--- config.mk ---
export PLATFORM = sky130hd
export DESIGN_NAME = qgpu_addr
export DESIGN_NICKNAME = d
export VERILOG_FILES = /design/src/rtl/qgpu_pkg.sv /design/src/rtl/qgpu_addr.sv
export SDC_FILE = /design/constraint.sdc
export NUM_CORES = 1
export LEC_CHECK = 0
export BUFFER_PORTS_ARGS = -buffer_cell sky130_fd_sc_hd__buf_2
export CAP_MARGIN = 20
export CELL_PAD_IN_SITES_DETAIL_PLACEMENT = 1
export CELL_PAD_IN_SITES_GLOBAL_PLACEMENT = 1
export CORE_MARGIN = 4
export CORE_UTILIZATION = 32
export DETAILED_ROUTE_END_ITERATION = 10
export PLACE_DENSITY = 0.81
export SETUP_SLACK_MARGIN = 0.02
export SYNTH_ARGS = -nofsm -noshare
export SYNTH_HDL_FRONTEND = slang
export SYNTH_SLANG_ARGS = --single-unit
export TNS_END_PERCENT = 30
--- constraint.sdc ---
create_clock -name vclk -period 2.9
set_input_delay 0.145 -clock vclk [all_inputs]
set_output_delay 0.145 -clock vclk [all_outputs]
set_load 0.01 [all_outputs]
--- src/rtl/qgpu_pkg.sv ---
`timescale 1ns / 1ps
// ----------------------------------------------------------------------------
// qgpu_pkg
// Shared widths, register indexes and types of the qubit gate pair update.
// ----------------------------------------------------------------------------
package qgpu_pkg;

  localparam int QUBITS     = 10;
  localparam int AMP_WIDTH  = 16;
  localparam int PAIR_WIDTH = QUBITS - 1;
  localparam int ADDR_WIDTH = QUBITS;
  localparam int COEF_WIDTH = 16;
  localparam int COEF_FRAC  = 14;
  localparam int CFG_WIDTH  = 2 * COEF_WIDTH;
  localparam int QSEL_WIDTH = 4;
  localparam int IDX_WIDTH  = 3;

  localparam int PROD_WIDTH = AMP_WIDTH + COEF_WIDTH;
  localparam int SH_WIDTH   = PROD_WIDTH - COEF_FRAC;
  localparam int SUM_WIDTH  = SH_WIDTH + 2;

  localparam logic [IDX_WIDTH-1:0] REG_TARGET  = 3'd0;
  localparam logic [IDX_WIDTH-1:0] REG_CONTROL = 3'd1;
  localparam logic [IDX_WIDTH-1:0] REG_MODE    = 3'd2;
  localparam logic [IDX_WIDTH-1:0] REG_COEF_A  = 3'd3;
  localparam logic [IDX_WIDTH-1:0] REG_COEF_B  = 3'd4;
  localparam logic [IDX_WIDTH-1:0] REG_COEF_C  = 3'd5;
  localparam logic [IDX_WIDTH-1:0] REG_COEF_D  = 3'd6;

  localparam logic [CFG_WIDTH-1:0] COEF_ONE  = 32'h4000_0000;
  localparam logic [CFG_WIDTH-1:0] COEF_ZERO = 32'h0000_0000;

  typedef struct packed {
    logic signed [AMP_WIDTH-1:0] re;
    logic signed [AMP_WIDTH-1:0] im;
  } amp_t;

  typedef struct packed {
    logic zero_write;
    logic one_write;
  } wr_flags_t;

endpackage

--- src/rtl/qgpu_addr.sv ---
`timescale 1ns / 1ps
// ----------------------------------------------------------------------------
// qgpu_addr
// Expands a pair index into its two state addresses and derives write flags.
// ----------------------------------------------------------------------------
module qgpu_addr (
  input  logic [qgpu_pkg::PAIR_WIDTH-1:0] pair_index,
  input  logic [qgpu_pkg::QSEL_WIDTH-1:0] target_qubit,
  input  logic [qgpu_pkg::QSEL_WIDTH-1:0] control_qubit,
  input  logic                            controlled_mode,
  output logic [qgpu_pkg::ADDR_WIDTH-1:0] zero_addr,
  output logic [qgpu_pkg::ADDR_WIDTH-1:0] one_addr,
  output qgpu_pkg::wr_flags_t             flags
);

  localparam logic [qgpu_pkg::QSEL_WIDTH-1:0] TOP_QUBIT =
    qgpu_pkg::QSEL_WIDTH'(qgpu_pkg::QUBITS - 1);
  localparam logic [qgpu_pkg::QSEL_WIDTH:0] QUBIT_COUNT =
    (qgpu_pkg::QSEL_WIDTH + 1)'(qgpu_pkg::QUBITS);

  logic [qgpu_pkg::QSEL_WIDTH-1:0] tgt;
  logic [qgpu_pkg::ADDR_WIDTH-1:0] idx_ext;
  logic [qgpu_pkg::ADDR_WIDTH-1:0] low_mask;
  logic [qgpu_pkg::ADDR_WIDTH-1:0] zsh;
  logic [qgpu_pkg::ADDR_WIDTH-1:0] osh;
  logic                            ctl_ok;

  always_comb begin
    tgt      = (target_qubit > TOP_QUBIT) ? TOP_QUBIT : target_qubit;
    idx_ext  = {1'b0, pair_index};
    low_mask = (qgpu_pkg::ADDR_WIDTH'(1) << tgt) - qgpu_pkg::ADDR_WIDTH'(1);
    zero_addr = (idx_ext & low_mask) | ((idx_ext & ~low_mask) << 1);
    one_addr  = zero_addr | (qgpu_pkg::ADDR_WIDTH'(1) << tgt);
    zsh    = zero_addr >> control_qubit;
    osh    = one_addr >> control_qubit;
    ctl_ok = ({1'b0, control_qubit} < QUBIT_COUNT);
    if (controlled_mode) begin
      flags.zero_write = ctl_ok & zsh[0];
      flags.one_write  = ctl_ok & osh[0];
    end else begin
      flags.zero_write = 1'b1;
      flags.one_write  = 1'b1;
    end
  end

endmodule

Word-level counts from Yosys, hierarchy flattened

Cells that the tools add are included.

Add/subtract/negate cells: 1
$lt $le $gt $ge: 2
Shift-type cells: 3
Mux-type cells: 2
Bitwise logic cells: 7

Operators by type and width:

| kind                                                | count |
|---|---|
| bitwise OR 10 bit                                   | 2 |
| >> shifter 10 x 4 -> 1 bit                          | 2 |
| AND 9 x 10 -> 10 bit                                | 1 |
| << shifter 1 x 4 -> 10 bit (first input constant)   | 1 |
| subtractor 10 x 2 -> 10 bit (second input constant) | 1 |
| AND 9 bit                                           | 1 |
| inverter 9 bit                                      | 1 |
| > comparator 4 bit (second input constant)          | 1 |
| less-than comparator 4 bit (second input constant)  | 1 |
| 2-to-1 mux 4 bit                                    | 1 |
| AND 1 bit                                           | 2 |
| 2-to-1 mux 2 bit                                    | 1 |

Register bits: 0
Bits of input ports: 18
Output and inout bits: 22
Word-level logic and storage cells: 15

Logic depth before layout (Yosys ltp)

Gate-level depths: netlist of the first run.

Depth in word-level cells: 11
Gate-level depth with buffers: 12
Gate-level depth less buffers: 9

Worst setup path after synthesis of the first run

No wires, ideal clock.

Path type: input -> output
From: in target_qubit[3] (netlist name)
To: out flags[0] (netlist name)
Data arrival time: 2429 ps
Required time: 2755 ps
Setup slack: 326 ps
Cell stages on the path: 10
Path buffers: 3
Cells stage by stage: buf_1 buf_2 nor3_1 nand2_1 ha_1 clkbuf_1 and2_1 a221o_1 mux2_2 a221o_1

RTL lines:

| what               | RTL line        | source |
|---|---|---|
| start: declaration | qgpu_addr.sv:8  | `input logic [qgpu_pkg::QSEL_WIDTH-1:0] target_qubit,` |
| end: declaration   | qgpu_addr.sv:13 | `output qgpu_pkg::wr_flags_t flags` |

==> results of run 1 <==
## power groups by stage
| stage | clock, mW | combinational (mW) | sequential [mW] |
|---|---|---|---|
| final | 0 | 0.183 | 0 |
| after global routing | 0 | 0.200 | 0 |
| after CTS | 0 | 0.181 | 0 |
| after floorplan | 0 | 0.106 | 0 |
| after detailed placement | 0 | 0.180 | 0 |
| after global placement | 0 | 0.173 | 0 |
## cells by family after synthesis
group | Yosys count
fa+ha+maj | 1
compound gates | 45
buf+inv | 16
simple gates | 54
xor+xnor | 3
mux | 4
## timing repair
| item | 4_1_cts | 5_1_grt |
|---|---|---|
| resized for setup | 0 | 2 |
| endpoints found under the setup margin | 0 | 2 |
| hold endpoints to repair | 0 | 0 |
## layout make-up
type	count	area share, %
well taps	28	3.35
repair buffers	45	22.8
multi-input cells	107	71.0
inverters	8	2.87
## worst min path at each step
| stage | endpoint | slack (ns) |
|---|---|---|
| after CTS | one_addr[9] | 0.63 |
| after global placement | one_addr[9] | 0.62 |
| after detailed placement | one_addr[9] | 0.63 |
| after floorplan | one_addr[5] | 0.41 |
| after global routing | one_addr[9] | 0.65 |
| final | one_addr[9] | 0.62 |
## layer usage
layer	global-route usage [%]	vias up	part of all wire, %
met5	0	-	0
met4	5.30	0	3.4
met3	0	10	3.0
met2	36.5	33	55
met1	22.1	542	39
li1	-	543	-
## tightest hold or removal path, delay by kind of cell
family,cells,cell delay [ns]
buf+inv,2,0.23
simple gates,1,0.10
## per-stage QoR
step	hold slack [ns]	total power, mW	cells	worst slack, ns	cell area, um^2
after floorplan	0.415	0.106	123	0.326	793
after global placement	0.621	0.173	188	0.282	1030
after detailed placement	0.630	0.180	188	0.222	1030
after CTS	0.630	0.181	188	0.215	1030
after global routing	0.649	0.200	188	0.0329	1040
final	0.624	0.183	188	0.242	1040
## cell usage in the layout, fill, tap and decap left out, drive strengths merged, types with 2 or more instances in the layout
cell / n
o211a: 2
o311ai: 4
a22oi: 3
nor3b: 3
nor2: 9
nor2b: 2
buf: 45
and2: 6
nand3b: 2
nand3: 2
nand2: 13
xnor2: 3
inv: 8
nor3: 2
or3: 2
a221o: 3
o211ai: 2
mux2i: 2
mux2: 2
a21oi: 4
o21a: 2
nand2b: 6
o21ai: 12
==> impl_metrics.py, run 1 <==
metrics = {
    "run_status": {
        "status": "finished clean",
    },
    "route": {
        "drcViolationCount": 0,
        "vias": 1128,
        "routed_wl_um": 3190,
        "wl_per_cell_um": 17.0,
        "via_per_inst": 6.00,
        "dr.pass1.iters": 4,
        "drt_iter0_drc": 27,
        "final_antenna_net_count": 0,
    },
    "clock_network": {
        "post-cts-setup-buffers": 0,
        "hold_buffers": 0,
    },
    "logic_synthesis": {
        "synth.mux.area_fraction_pct": 5.36,
        "synth_top_family_by_area": "compound AO/OA/AOI/OAI gates",
        "yosysWarnings": 0,
        "yosysUniqueCellTypes": 49,
        "synth.area.top_cells": "o21ai_0 6.9%, nand2_1 6.2%, and2_1 4.7%",
        "synth_simple_gate_area_share_pct": 38.5,
        "syn_avg_cell_area_um2": 6.45,
        "synth_compound_area_share_pct": 43.2,
        "synth.top_cell.area_share_pct": 6.94,
        "synthXorXnorAreaFrac_pct": 3.31,
        "syn-cell-area_um2": 793,
        "synth_fa_ha_area_share_pct": 1.58,
        "ys_seq_area_share_pct": 0,
        "synthTopCellsByCount": "13 x nand2_1, 11 x o21ai_0, 9 x nor2_1",
        "synth_top_cell_by_area": "o21ai_0",
        "synth_most_common_cell": "nand2_1",
        "synthCells": 123,
        "syn_nets": 142,
    },
    "worst_setup_path": {
        "crit_path_start_kind": "input port",
        "endpoint_kind": "primary output",
        "crit_family": "simple AND/OR/NAND/NOR gates",
        "arrival_ns": 2.51,
        "crit_end": "flags[0]",
        "worstSetupPathType": "in -> out",
        "cpPeakStageDelay_ns": 0.43,
        "cp_slowest_cell": "or4_4",
        "cp-startpoint": "target_qubit[1]",
        "path_buf_inv": 3,
        "cp.required_ns": 2.76,
        "cp.depth": 10,
        "cpMostUsedCell": "buf_2",
        "crit_chain": "buf_2, nor4_2, inv_1, ha_1, or4_4, a21boi_2, o211ai_2, mux2_2, a221o_1, buf_2",
        "cp_max_fo": 16,
    },
    "finish": {
        "regArea_um2": 0,
        "final_net_count": 181,
        "syn_to_final_growth_pct": 31.7,
        "multi_input_comb_area_um2": 742,
        "clkbuf_count": 0,
        "diodes": 0,
        "seq_cell_count": 0,
        "final_util_pct": 45.9,
        "fill_cells": 325,
        "drive_gt1_share_pct": 34.4,
    },
    "sta": {
        "hold_viol_final": 0,
        "min_period_ns": 2.66,
        "min_period_over_period_pct": 91.7,
        "worstMarginPinSlew_ns": 0.549,
        "fin_tns_setup_ns": 0,
        "max_freq_mhz": 376,
        "relSlewSlack_pct": 63.0,
        "rsz0062_at_grt": "no",
        "setup-violations-final": 0,
        "slew_violations": 0,
    },
    "hold_path": {
        "min_path_type": "in -> out",
        "hold_depth": 3,
        "hold_start": "pair_index[8]",
    },
    "power_and_ir_drop": {
        "leakage_nw": 0.503,
        "switchingPower_mw": 0.106,
        "irDropWorstVdd_uv": 76.1,
        "power_density_mw_per_mm2": 175,
        "power_frac_comb_pct": 100.0,
        "switching_share_pct": 58.2,
        "p_int_mw": 0.0764,
        "seqPwrFrac_pct": 0,
        "p_clk_share_pct": 0,
    },
    "global_routing": {
        "grt_usage_pct": 18.7,
        "grt_pass1_vias": 1108,
        "grt_pass1_wl_um": 5170,
        "grt_start_max_net_pins": 22,
        "globalRouteOverflowTotal": 0,
        "grt_antenna_before_repair": 0,
    },
    "run": {
        "maxCapViolations": 0,
    },
    "floorplanning": {
        "design.core.area_mm2": 0.00228,
        "die_x_um": 57.8,
        "ios": 40,
        "initial_utilization_pct": 34.9,
        "design.die.area_mm2": 0.00334,
        "die_h_um": 57.8,
        "core.rowCount": 17,
    },
    "place": {
        "place_congestion": 0.867,
        "io_buffers": 40,
        "dp_hpwl_um": 2600,
    },
}
Note: power is estimated with default switching activity, not from simulation.
==> run 2: changes to the inputs <==
- CORE_MARGIN: 4 -> 3
==> impl_metrics.py, run 2 (same netlist as run 1, synthesis figures left out) <==
metrics = {
    "run_status": {
        "status": "finished clean",
    },
    "worst_setup_path": {
        "arrival_ns": 2.56,
        "cp_max_fo": 16,
        "worstSetupPathType": "in -> out",
        "endpoint_kind": "primary output",
        "cp-startpoint": "target_qubit[1]",
        "cp.required_ns": 2.76,
        "crit_end": "flags[0]",
        "crit_path_start_kind": "input port",
    },
    "route": {
        "via_per_inst": 5.92,
        "dr.pass1.iters": 4,
        "drcViolationCount": 0,
        "routed_wl_um": 3120,
        "vias": 1113,
        "drt_iter0_drc": 29,
        "wl_per_cell_um": 16.6,
        "final_antenna_net_count": 0,
    },
    "power_and_ir_drop": {
        "power_density_mw_per_mm2": 175,
        "irDropWorstVdd_uv": 70.2,
        "total_power_mw": 0.182,
        "leakage_nw": 0.502,
    },
    "global_routing": {
        "globalRouteOverflowTotal": 0,
        "grt_antenna_before_repair": 0,
        "grt_usage_pct": 19.6,
        "grt_pass1_vias": 1141,
        "grt_start_max_net_pins": 22,
        "grt_pass1_wl_um": 5260,
    },
    "sta": {
        "max_freq_mhz": 370,
        "fin_tns_setup_ns": 0,
        "slew_violations": 0,
        "hold_viol_final": 0,
        "whs_ns": 0.634,
        "setup-violations-final": 0,
        "worstMarginPinSlew_ns": 0.547,
        "min_period_ns": 2.70,
        "worst_slack_ns": 0.197,
        "rsz0062_at_grt": "no",
        "relSlewSlack_pct": 63.1,
        "min_period_over_period_pct": 93.2,
    },
    "place": {
        "place_congestion": 0.886,
        "dp_hpwl_um": 2530,
        "dp_slack_ns": 0.213,
        "io_buffers": 40,
        "post-place-cells": 188,
    },
    "floorplanning": {
        "design.die.area_mm2": 0.00311,
        "core.rowCount": 17,
        "ios": 40,
        "die_x_um": 55.8,
        "initial_utilization_pct": 34.9,
        "design.core.area_mm2": 0.00228,
        "die_h_um": 55.8,
    },
    "finish": {
        "regArea_um2": 0,
        "layout.cells.non_filler": 188,
        "seq_cell_count": 0,
        "diodes": 0,
        "syn_to_final_growth_pct": 31.1,
        "fill_cells": 317,
        "layout_commonest_cell": "buf_2",
        "final_cell_mix": "40 x buf_2, 13 x nand2_1, 11 x o21ai_0",
        "final_net_count": 181,
        "drive_gt1_share_pct": 33.8,
        "clkbuf_count": 0,
    },
    "hold_path": {
        "min_path_type": "in -> out",
    },
    "clock_network": {
        "post-cts-setup-buffers": 0,
    },
    "run": {
        "maxCapViolations": 0,
    },
}
-- run 2: cell counts in the layout (fill, tap and decap cells not counted) --
Identical to the previous run, type by type.
-- run 2: cell type report --
type | instances | area [um^2] | area share [%]
repair buffers | 45 | 238 | 22.9
inverters | 8 | 30.0 | 2.89
multi-input cells | 107 | 737 | 70.9
well taps | 28 | 35.0 | 3.37
-- run 2: timing repair --
| item | in CTS | in global routing |
|---|---|---|
| hold endpoints to repair | 0 | 0 |
| gates resized for setup | 0 | 1 |
| hold buffers | 0 | 0 |
| endpoints found under the setup margin | 0 | 2 |
-- run 2: worst min path at each step --
stage,depth (start not counted),end,from
finish,3,one_addr[9],pair_index[8]
global route,3,one_addr[9],pair_index[8]
CTS,3,one_addr[9],pair_index[8]
detailed placement,3,one_addr[9],pair_index[8]
global placement,3,one_addr[9],pair_index[8]
floorplan,2,one_addr[5],pair_index[5]
-- run 2: layer usage --
| layer | track usage (%) | share of wire [%] | vias up | routed length (um) |
|---|---|---|---|---|
| met5 | 0 | 0 | - | 0 |
| met4 | 0 | 0 | 0 | 0 |
| met3 | 0 | 2.6 | 0 | 82 |
| met2 | 39.5 | 56 | 17 | 1730 |
| met1 | 24.3 | 42 | 552 | 1310 |
| li1 | - | - | 544 | - |
-- run 2: worst max-delay path: stages --
cell and delay (ns):
buf_2 0.19, nor3_1 0.40, nand2_1 0.11, ha_1 0.24, or4_4 0.43, a21boi_2 0.17, o211ai_2 0.10, mux2_2 0.28
a221o_1 0.35, buf_2 0.14
-- run 2: power breakdown --
part           leakage, nW  switching [mW]  internal (mW)
sequential               0               0              0
clock                    0               0              0
combinational        0.502           0.105         0.0763
-- run 2: per-stage QoR --
stage | util, % | instance area, um^2
6_report | 45.7 | 1040
5_1_grt | 45.7 | 1040
4_1_cts | 45.4 | 1030
3_5_place_dp | 45.4 | 1030
3_3_place_gp | 45.4 | 1030
2_1_floorplan | - | 793
==> run 3: changes to the inputs <==
- CORE_UTILIZATION: 32 -> 35
- PLACE_DENSITY: 0.81 -> 0.88
- clock period: 2.9 -> 3.4 ns (I/O delays scaled with it)
==> impl_metrics.py, run 3 (same netlist as run 1, synthesis figures left out) <==
metrics = {
    "floorplanning": {
        "ios": 40,
        "design.die.area_mm2": 0.00287,
        "initial_utilization_pct": 38.5,
        "die_x_um": 53.6,
        "design.core.area_mm2": 0.00206,
        "die_h_um": 53.6,
        "core.rowCount": 16,
    },
    "sta": {
        "setup-violations-final": 0,
        "relSlewSlack_pct": 56.6,
        "hold_viol_final": 0,
        "worstMarginPinSlew_ns": 0.643,
        "min_period_over_period_pct": 88.2,
        "fin_tns_setup_ns": 0,
        "min_period_ns": 3.00,
        "rsz0062_at_grt": "no",
        "max_freq_mhz": 333,
        "slew_violations": 0,
    },
    "worst_setup_path": {
        "crit_family": "simple AND/OR/NAND/NOR gates",
        "cp_max_fo": 18,
        "cpPeakStageDelay_ns": 0.48,
        "cpMostUsedCell": "buf_2",
        "path_buf_inv": 3,
        "arrival_ns": 2.83,
        "crit_chain": "buf_2, nor4_2, inv_1, ha_1, or4_4, a21boi_2, o211ai_2, mux2_2, a221o_1, buf_2",
        "worstSetupPathType": "in -> out",
        "endpoint_kind": "primary output",
        "cp-startpoint": "target_qubit[0]",
        "cp.required_ns": 3.23,
        "crit_path_start_kind": "input port",
        "crit_end": "flags[0]",
        "cp.depth": 10,
        "cp_slowest_cell": "or4_4",
    },
    "clock_network": {
        "cts_resized": 0,
        "post-cts-setup-buffers": 0,
        "hold_buffers": 0,
    },
    "route": {
        "drt_iter0_drc": 22,
        "via_per_inst": 6.06,
        "wl_per_cell_um": 16.9,
        "vias": 1103,
        "routed_wl_um": 3070,
        "dr.pass1.iters": 4,
        "final_antenna_net_count": 0,
        "drcViolationCount": 0,
    },
    "finish": {
        "final_cell_mix": "40 x buf_2, 13 x nand2_1, 11 x o21ai_0",
        "diodes": 0,
        "layout.cells.non_filler": 182,
        "layout_commonest_cell": "buf_2",
        "syn_to_final_growth_pct": 25.2,
        "fill_cells": 305,
        "final_net_count": 176,
        "drive_gt1_share_pct": 31.0,
        "regArea_um2": 0,
        "seq_cell_count": 0,
        "clkbuf_count": 0,
    },
    "place": {
        "post-place-cells": 182,
        "io_buffers": 40,
        "place_congestion": 0.884,
        "dp_hpwl_um": 2460,
    },
    "run_status": {
        "status": "finished clean",
    },
    "power_and_ir_drop": {
        "power_density_mw_per_mm2": 150,
        "irDropWorstVdd_uv": 73.7,
        "leakage_nw": 0.477,
        "total_power_mw": 0.149,
    },
    "run": {
        "maxCapViolations": 0,
    },
    "global_routing": {
        "grt_usage_pct": 23.2,
        "grt_pass1_wl_um": 5090,
        "grt_start_max_net_pins": 24,
        "grt_pass1_vias": 1072,
        "grt_antenna_before_repair": 0,
        "globalRouteOverflowTotal": 0,
    },
    "hold_path": {
        "min_path_type": "in -> out",
    },
}
==> run 3: changes by cell type in the layout (fill, tap and decap cells not counted) <==
cell / before / now
a32oi_1: 0 / 1
a32oi_2: 1 / 0
buf_4: 5 / 0
==> run 3: how the worst min path moves through the flow <==
stage / depth (start not counted) / end / from
floorplan: 2 / one_addr[5] / pair_index[5]
finish: 3 / one_addr[9] / pair_index[8]
CTS: 3 / one_addr[9] / pair_index[8]
global route: 3 / one_addr[9] / pair_index[8]
detailed placement: 3 / one_addr[9] / pair_index[8]
global placement: 3 / one_addr[9] / pair_index[8]
==> run 3: per-layer routing <==
metal | global-route usage, % | up-vias | wire (um)
met3 | 0.277 | 4 | 112
met5 | 0 | - | 0
met2 | 41.4 | 32 | 1500
li1 | - | 534 | -
met4 | 2.13 | 0 | 37
met1 | 32.0 | 533 | 1420
==> run 3: report_power, final <==
part / leakage [nW] / total [mW] / switching, mW / internal, mW
Sequential: 0 / 0 / 0 / 0
Clock: 0 / 0 / 0 / 0
Combinational: 0.477 / 0.149 / 0.0880 / 0.0613
Total: 0.477 / 0.149 / 0.0880 / 0.0613
==> run 3: stage by stage <==
stage / util [%] / instance area, um^2 / hold WS, ns / setup WS (ns)
global route: 48.2 / 993 / 0.720 / 0.215
finish: 48.2 / 993 / 0.690 / 0.400
floorplan: - / 793 / 0.465 / 0.776
CTS: 48.2 / 993 / 0.690 / 0.399
global placement: 48.2 / 993 / 0.670 / 0.523
detailed placement: 48.2 / 993 / 0.689 / 0.409
==> run 3: layout make-up <==
class	count	area, um^2	area share (%)
well taps	27	33.8	3.40
inverters	8	30.0	3.02
multi-input cells	107	729	73.4
repair buffers	40	200	20.2
